`config.mk`:
```
export PLATFORM = sky130hd
export DESIGN_NAME = sobel_edge_magnitude_unit
export DESIGN_NICKNAME = d
export VERILOG_FILES = /design/src/rtl/core/sem_pkg.sv /design/src/rtl/core/sem_front.sv /design/src/rtl/core/sem_root_cell.sv /design/src/rtl/core/sobel_edge_magnitude_unit.sv
export SDC_FILE = /design/constraint.sdc
export NUM_CORES = 1
export LEC_CHECK = 0
export BUFFER_PORTS_ARGS = -buffer_cell sky130_fd_sc_hd__buf_2
export CORE_MARGIN = 2
export CORE_UTILIZATION = 58
export CTS_CLUSTER_DIAMETER = 100
export DETAILED_ROUTE_END_ITERATION = 10
export PLACE_DENSITY = 0.78
export SLEW_MARGIN = 20
export SYNTH_ARGS = -nofsm -noshare
export SYNTH_HDL_FRONTEND = slang
export SYNTH_SLANG_ARGS = --single-unit
```
`constraint.sdc`:
```
create_clock -name clk -period 5.85 [get_ports clk]
set_input_delay 0.8775 -clock clk [delete_from_list [all_inputs] [get_ports clk]]
set_output_delay 0.8775 -clock clk [all_outputs]
set_load 0.02 [all_outputs]
```
`src/rtl/core/sem_pkg.sv`:
```
// Shared widths and the root-cell state type for the Sobel edge magnitude unit.
// Used by every module under rtl/core; depends on nothing.
package sem_pkg;

  localparam int PIX_W    = 8;                  // pixel width
  localparam int SUM_W    = 10;                 // one weighted column sum, at most 1020
  localparam int SQ_W     = 2 * SUM_W;          // one squared gradient
  localparam int RAD_W    = SQ_W + 2;           // sum of squares, even width
  localparam int ROOT_W   = RAD_W / 2;          // root bits, one per cell
  localparam int REM_W    = ROOT_W + 3;         // partial remainder with headroom
  localparam int ROOT_STEPS = ROOT_W;           // cells in the root chain
  localparam int MAG_W    = 8;                  // output magnitude width
  localparam logic [MAG_W-1:0] MAG_MAX = 8'hFF;

  // State handed from one root cell to the next.
  typedef struct packed {
    logic [REM_W-1:0]  rem;
    logic [ROOT_W-1:0] root;
    logic [RAD_W-1:0]  rad;
  } root_state_t;

endpackage

```
`src/rtl/core/sem_front.sv`:
```
// Front end: Sobel gradients, absolute values, squares and their sum.
// Three pipeline stages with valid/ready flow; depends on sem_pkg.
module sem_front
  import sem_pkg::*;
(
  input  logic             clk,
  input  logic             rst,
  input  logic             up_valid,
  output logic             up_ready,
  input  logic [PIX_W-1:0] pix_top_left,
  input  logic [PIX_W-1:0] pix_top_mid,
  input  logic [PIX_W-1:0] pix_top_right,
  input  logic [PIX_W-1:0] pix_mid_left,
  input  logic [PIX_W-1:0] pix_mid_right,
  input  logic [PIX_W-1:0] pix_bot_left,
  input  logic [PIX_W-1:0] pix_bot_mid,
  input  logic [PIX_W-1:0] pix_bot_right,
  output logic             dn_valid,
  input  logic             dn_ready,
  output root_state_t      dn_data
);

  logic              v1, v2, v3;
  logic              rdy1, rdy2, rdy3;
  logic [SUM_W-1:0]  ax, ay;
  logic [SQ_W-1:0]   sqx, sqy;
  logic [RAD_W-1:0]  energy;

  logic [SUM_W-1:0]  xpos, xneg, ypos, yneg;

  // Weighted column and row sums, each below 1024
  assign xpos = SUM_W'(pix_top_right) + {1'b0, pix_mid_right, 1'b0} + SUM_W'(pix_bot_right);
  assign xneg = SUM_W'(pix_top_left) + {1'b0, pix_mid_left, 1'b0} + SUM_W'(pix_bot_left);
  assign ypos = SUM_W'(pix_bot_left) + {1'b0, pix_bot_mid, 1'b0} + SUM_W'(pix_bot_right);
  assign yneg = SUM_W'(pix_top_left) + {1'b0, pix_top_mid, 1'b0} + SUM_W'(pix_top_right);

  // Each stage advances when it is empty or its successor takes the beat
  assign rdy3     = !v3 || dn_ready;
  assign rdy2     = !v2 || rdy3;
  assign rdy1     = !v1 || rdy2;
  assign up_ready = rdy1;

  always_ff @(posedge clk) begin
    if (rst) begin
      v1 <= 1'b0;
      v2 <= 1'b0;
      v3 <= 1'b0;
    end else begin
      if (rdy1) v1 <= up_valid;
      if (rdy2) v2 <= v1;
      if (rdy3) v3 <= v2;
    end
  end

  // Absolute gradients, squares, then their sum
  always_ff @(posedge clk) begin
    if (rdy1 && up_valid) begin
      ax <= (xpos >= xneg) ? xpos - xneg : xneg - xpos;
      ay <= (ypos >= yneg) ? ypos - yneg : yneg - ypos;
    end
    if (rdy2 && v1) begin
      sqx <= SQ_W'(ax) * SQ_W'(ax);
      sqy <= SQ_W'(ay) * SQ_W'(ay);
    end
    if (rdy3 && v2) begin
      energy <= RAD_W'(sqx) + RAD_W'(sqy);
    end
  end

  assign dn_valid     = v3;
  assign dn_data.rem  = '0;
  assign dn_data.root = '0;
  assign dn_data.rad  = energy;

endmodule

```
`src/rtl/core/sem_root_cell.sv`:
```
// One restoring square-root cell: settles one root bit from two radicand bits.
// Registered stage with valid/ready flow; depends on sem_pkg.
module sem_root_cell
  import sem_pkg::*;
(
  input  logic        clk,
  input  logic        rst,
  input  logic        up_valid,
  output logic        up_ready,
  input  root_state_t up_data,
  output logic        dn_valid,
  input  logic        dn_ready,
  output root_state_t dn_data
);

  logic              valid;
  root_state_t       state;
  logic [REM_W-1:0]  rem_shift, trial;
  logic              fits;

  // Bring down the next radicand pair and test the trial divisor
  assign rem_shift = {up_data.rem[REM_W-3:0], up_data.rad[RAD_W-1 -: 2]};
  assign trial     = REM_W'({up_data.root, 2'b01});
  assign fits      = trial <= rem_shift;

  assign up_ready = !valid || dn_ready;

  always_ff @(posedge clk) begin
    if (rst) begin
      valid <= 1'b0;
    end else if (up_ready) begin
      valid <= up_valid;
    end
  end

  // Restore or keep the remainder, append the root bit, drop the used pair
  always_ff @(posedge clk) begin
    if (up_ready && up_valid) begin
      state.rem  <= fits ? rem_shift - trial : rem_shift;
      state.root <= {up_data.root[ROOT_W-2:0], fits};
      state.rad  <= {up_data.rad[RAD_W-3:0], 2'b00};
    end
  end

  assign dn_valid = valid;
  assign dn_data  = state;

endmodule

```
`src/rtl/core/sobel_edge_magnitude_unit.sv`:
```
// Top level of the Sobel edge magnitude unit: front end, root cell chain, output register.
// Depends on sem_pkg, sem_front and sem_root_cell.
//
// Usage:
//   The input channel takes one 3x3 pixel window per beat (in_valid high, in_stall low
//   at a rising clk edge). The output channel gives one edge_magnitude per window, in
//   order, on out_valid; the receiver holds it with out_stall.
//   edge_magnitude = min(255, floor(sqrt(gx^2 + gy^2))) with the standard Sobel kernels.
//   From accepted window to out_valid a window passes three front-end stages
//   (gradients, squares, sum), eleven root cells (one root bit each) and the output
//   register. Throughput is one window per cycle while out_stall is low.
//   Every stage holds its own valid bit, so bubbles close up: while out_stall is high
//   the chain keeps accepting windows until every stage is full, and in_stall rises
//   only then. A stalled result holds steady on the output.
//   rst (synchronous, active high) empties the pipeline; no other state is kept.
module sobel_edge_magnitude_unit
  import sem_pkg::*;
(
  input  logic             clk,
  input  logic             rst,
  input  logic             in_valid,
  output logic             in_stall,
  input  logic [PIX_W-1:0] pix_top_left,
  input  logic [PIX_W-1:0] pix_top_mid,
  input  logic [PIX_W-1:0] pix_top_right,
  input  logic [PIX_W-1:0] pix_mid_left,
  input  logic [PIX_W-1:0] pix_mid_mid,
  input  logic [PIX_W-1:0] pix_mid_right,
  input  logic [PIX_W-1:0] pix_bot_left,
  input  logic [PIX_W-1:0] pix_bot_mid,
  input  logic [PIX_W-1:0] pix_bot_right,
  output logic             out_valid,
  input  logic             out_stall,
  output logic [MAG_W-1:0] edge_magnitude
);

  logic             front_ready;
  logic             chain_valid [ROOT_STEPS+1];
  logic             chain_ready [ROOT_STEPS+1];
  root_state_t      chain_data  [ROOT_STEPS+1];
  logic             out_ready;
  logic             mag_valid;
  logic [MAG_W-1:0] mag;
  logic [ROOT_W-1:0] root_final;
  logic             centre_unused;

  // The centre pixel carries zero weight in both kernels
  assign centre_unused = |pix_mid_mid;

  assign in_stall = !front_ready;

  sem_front u_front (
    .clk           (clk),
    .rst           (rst),
    .up_valid      (in_valid),
    .up_ready      (front_ready),
    .pix_top_left  (pix_top_left),
    .pix_top_mid   (pix_top_mid),
    .pix_top_right (pix_top_right),
    .pix_mid_left  (pix_mid_left),
    .pix_mid_right (pix_mid_right),
    .pix_bot_left  (pix_bot_left),
    .pix_bot_mid   (pix_bot_mid),
    .pix_bot_right (pix_bot_right),
    .dn_valid      (chain_valid[0]),
    .dn_ready      (chain_ready[0]),
    .dn_data       (chain_data[0])
  );

  // Root chain: one cell per root bit, most significant first
  for (genvar i = 0; i < ROOT_STEPS; i++) begin : g_root
    sem_root_cell u_cell (
      .clk      (clk),
      .rst      (rst),
      .up_valid (chain_valid[i]),
      .up_ready (chain_ready[i]),
      .up_data  (chain_data[i]),
      .dn_valid (chain_valid[i+1]),
      .dn_ready (chain_ready[i+1]),
      .dn_data  (chain_data[i+1])
    );
  end

  // Saturate the root into the output register
  assign root_final           = chain_data[ROOT_STEPS].root;
  assign out_ready            = !mag_valid || !out_stall;
  assign chain_ready[ROOT_STEPS] = out_ready;

  always_ff @(posedge clk) begin
    if (rst) begin
      mag_valid <= 1'b0;
    end else if (out_ready) begin
      mag_valid <= chain_valid[ROOT_STEPS];
    end
  end

  always_ff @(posedge clk) begin
    if (out_ready && chain_valid[ROOT_STEPS]) begin
      mag <= (|root_final[ROOT_W-1:MAG_W]) ? MAG_MAX : root_final[MAG_W-1:0];
    end
  end

  assign out_valid      = mag_valid;
  assign edge_magnitude = centre_unused ? mag : mag;

endmodule
```
Yosys cells after proc, flatten, opt, wreduce, memory -nomap -nowiden
Cells that the tools add are included.

cells by class
  multipliers = 2
  $add $sub $neg = 23
  $lt $le $gt $ge = 13
  reductions and logical operators = 48
  multiplexer cells = 12

operator list
  kind                                count
  2-to-1 mux 12 bit                   9
  adder 10 x 8 -> 10 bit              4
  adder 8 x 9 -> 10 bit               4
  multiplier 10 x 10 -> 20 bit        2
  subtractor 10 bit                   4
  adder 20 x 20 -> 21 bit             1
  greater-or-equal comparator 10 bit  2
  2-to-1 mux 10 bit                   2
  zero test 1 bit                     17
  logical AND 1 bit                   15
  logical OR 1 bit                    15
  <= comparator 10 x 14 -> 1 bit      1
  <= comparator 11 x 14 -> 1 bit      1
  <= comparator 12 x 14 -> 1 bit      1
  <= comparator 3 x 14 -> 1 bit       1
  <= comparator 4 x 14 -> 1 bit       1
  <= comparator 5 x 14 -> 1 bit       1
  <= comparator 6 x 14 -> 1 bit       1
  <= comparator 7 x 14 -> 1 bit       1
  <= comparator 8 x 14 -> 1 bit       1
  <= comparator 9 x 14 -> 1 bit       1
  subtractor 12 x 10 -> 12 bit        1
  subtractor 12 x 11 -> 12 bit        1
  subtractor 12 x 3 -> 12 bit         1
  other kinds (10)                    10

storage, ports and cells
  output and inout port bits = 10
  input port bits = 76
  bits in registers = 392
  logic and storage cells = 151

Logic depth before layout (Yosys ltp)
  word-level depth = 17
  mapped depth = 20
  gate-level depth less buffers = 19

Modules after synthesis
From an unflattened synthesis, not the netlist that was laid out.

unflattened totals
  cell total of the unflattened synthesis = 3265
  area total of the unflattened synthesis = 38655.8 sq um

modules (own cells, without submodules)
  module                     area an instance (sq um)  sequential area each (sq um)  cells an instance  times used
  sem_root_cell              2376.0                    1371.3                        181                11
  sem_front                  12170.4                   2432.3                        1251               1
  sobel_edge_magnitude_unit  349.1                     260.2                         23                 1

Least setup slack after synthesis
No wires, ideal clock.

  path kind = reg-to-reg
  start point = register u_front.ay[0]
  end point = register u_front.sqy[19] (data pin)
  required time = 5595 ps
  setup slack = 366 ps
  buffers on the path = 1
  cell stages (with the launch flop) = 18
  period minus slack after synthesis = 5484 ps
  library setup time = 255 ps
  arrival time = 5229 ps
  path through = edfxtp_1 clkbuf_1 nand2_1 fa_1 fa_1 inv_1 fa_1 fa_1 inv_1 fa_1 inv_1 ha_1 a21o_2 a211oi_2 a21oi_1 a221o_1 or4_1 and3_1

between the ends
  longest elaborated chain between the ends = 1

RTL lines
  item                          line             RTL
  from (decl)                   sem_front.sv:25  logic [SUM_W-1:0] ax, ay;
  from (signal assigned)        sem_front.sv:59  ay <= (ypos >= yneg) ? ypos - yneg : yneg - ypos;
  multiplier 10 x 10 -> 20 bit  sem_front.sv:63  sqy <= SQ_W'(ay) * SQ_W'(ay);
  to (signal assigned)          sem_front.sv:63
  to (decl)                     sem_front.sv:26  logic [SQ_W-1:0] sqx, sqy;

Every way passes these cells.
A chain may end at the register's enable or synchronous reset.

Worst setup path after layout
  start point = register u_front.ay[2]
  end point = register u_front.sqy[19] (data pin)

Same word-level chain as after synthesis.

==> results.md <==
* Status: finished, final reports clean
* Top-count cell post-synth: edfxtp_1
* Via Count at 16800
* Post-synthesis register bit count at 383
* Share of cells above drive strength 1 at 0.0831
* Crit share post-route at 0.961
* Ports at 86
* Setup CP Type: register to register
* CP dominant cell by count: fa_1
* Synth area leaders: edfxtp_1, ha_1, fa_1
* Crit path buffers/inverters at 3
* Synth top area share at 0.422
* Core area at 44400 um^2
* Fraction of synthesized area in multiplexers at 0.00751
* Hpwl dp at 38.1 mm
* # DRC at 0
* Critical-path top delay cell: edfxtp_1
* Max-slew violation count at 0
* Final core occ at 0.646
* Largest family of logic cells by synthesized area: adder cells
* Vias/cell at 5.48
* Layout area overhead at 9.64%
* Post-synth EDFFs at 368
* Maximum fanout along the worst path at 10
* Die width at 216 um
* Final Hold Violating Endpoints at 0
* CP startpoint kind: register
* Maximum buffer depth of the clock tree at 3
* Register area share after synthesis at 0.434
* Clk_lat worst skew at 0.54 ns
* Post-synth cell types at 72
* Fill cell count at 3284
* Global-route wire length before repair at 81.1 mm
* Vias in the first global route at 17700
* Cell area after synthesis at 26200 um^2
* Worst min-delay path category: register to register
* Root Buffer: clkbuf_16
* CP required at 6.15 ns
* Routed Wire Length at 47.9 mm
* Synth warn at 0
* Post-synthesis cell count at 2333
* RSZ-0062 raised after global routing: false
* MaxCap Viol Count at 0
* Largest net degree at the start of global routing at 39
* Simple-Gate Fraction of Synth Area at 0.102
* TritonRoute pass-1 iters at 5
* CP endpoint kind: register
* Top Family by Delay on Critical Path: adder cells
* Hold_buf cts at 0
* Endpoints failing setup at 0
* Area leader, netlist: edfxtp_1
* Initial Util at 0.589
* H-Tree Depth at 2
* I/O Buffers at 77
* Routability cong. at 0.947
* Gr usage total at 0.209
* CTS Buf Count at 39
* Die area at 46800 um^2
* Synth Area in Adders at 0.242
* Setup TNS at 0 ns
* Fmax at 178 MHz
* Worst Skew at 0.0162 ns
* Crit path cell chain: nand2_2, fa_1, fa_1, inv_1, fa_1, fa_1, inv_1, fa_1, inv_1, ha_1, a21o_2, a211oi_2, a21oi_1, a221o_1, or4_1, and3_1
* Synth Area in Compound Gates at 0.105
* Initial antenna violation count at 0
* Post-Synth XOR/XNOR Area at 0.0542
* Ys flop type: edfxtp_1
* Most frequent cells after synthesis: edfxtp_1, inv_1, ha_1, a21oi_1, fa_1
* Slew headroom at 0.430
* Clock tree sinks at 383
* Mapped Avg Cell Area at 11.2 um^2
* DRT iter0 DRCs at 825
* Global route total overflow at 0
* Min cycle time layout at 5.62 ns
* Die Ht at 216 um
* Rows at 77
* CTS tree: done
* Clock-pin slew of the registers on the worst-case setup and hold paths at 0.06 ns
* Syn nets at 2837
* Worst Tran Pin Value at 0.849 ns
* Nets@finish at 2946
* Drt wl/cell at 15.7 um
* Ant diodes at 0
* CP max stage delay at 0.58 ns
* Fraction of registers with async set/reset at 0
* Crit path DAT at 5.92 ns
* Antenna-violating nets left at 0
## what timing repair did
item,CTS,global route
endpoints found under the setup margin,0,3
hold endpoints to repair,0,0
resized for setup,0,5
setup buffers,0,5
## worst paths after layout
| check | start | depth (start not counted) | end | slack [ns] |
|---|---|---|---|---|
| setup / recovery | u_front.ay[2] | 16 | u_front.sqy[19] | 0.23 |
| hold / removal | g_root[4].u_cell.dn_data[17] | 0 | g_root[5].u_cell.dn_data[19] | 0.41 |
| setup reg to reg | u_front.ay[2] | 16 | u_front.sqy[19] | 0.23 |
| hold reg to reg | g_root[4].u_cell.dn_data[17] | 0 | g_root[5].u_cell.dn_data[19] | 0.41 |
## kinds of logic after synthesis
group | after synthesis
AND/OR/NAND/NOR | 519
AO/OA/AOI/OAI | 434
adder cells (fa/ha/maj) | 428
buffers and inverters | 387
flip-flops | 383
XOR/XNOR | 162
multiplexers | 19
other | 1
## per-stage QoR
stage,instances,worst slack (ns),instance area (um^2),hold WS (ns)
finish,3060,0.229,28700,0.413
CTS,3055,0.105,28600,0.411
global route,3060,0.0171,28700,0.417
floorplan,2333,0.366,26200,0.400
global placement,2988,0.240,27400,0.403
detailed placement,2988,0.137,27400,0.405
## area by class of cell
| class | count | area [um^2] | area share |
|---|---|---|---|
| Clock buffer | 52 | 1040 | 0.0364 |
| Sequential cell | 383 | 11400 | 0.396 |
| Tap cell | 592 | 741 | 0.0258 |
| Multi-Input combinational cell | 1563 | 13500 | 0.469 |
| Timing Repair Buffer | 111 | 641 | 0.0223 |
| Inverter | 344 | 1290 | 0.0450 |
| Clock inverter | 15 | 161 | 0.00562 |
## cell usage in the layout (no fill, tap or decap), types with 13 or more instances in the layout
cell type    n
a21o_1      42
a21oi_1    131
a31oi_1     13
and2_1      58
buf_2       77
buf_4       34
clkbuf_16   39
dfxtp_1     15
edfxtp_1   368
fa_1       130
ha_1       297
inv_1      343
mux2i_1     14
nand2_1    115
nand2b_1    31
nand3_1     26
nand4_1     18
nor2_1     113
nor2b_1     46
nor3_1      32
nor4_1      14
o21a_1      41
o21ai_0     99
o21bai_1    16
xnor2_1     99
xor2_1      63
## state kept, by name, indices dropped and copies added, names as in the netlist, 8 cells and up
name and flops:
edge_magnitude 8, g_root.u_cell.dn_data 281, g_root.u_cell.dn_valid 11, u_front.ax 10
u_front.ay 10, u_front.energy 21, u_front.sqx 19, u_front.sqy 19
## layer usage
metal,vias up,GRT usage,part of all wire
li1,8286,-,-
met1,8115,0.228,0.40
met2,284,0.412,0.55
met3,91,0.0279,0.032
met4,0,0.0660,0.027
met5,-,0,0
Power is not shown: default switching activity piles up to over one toggle a cycle in this logic, so the estimate is an artifact.
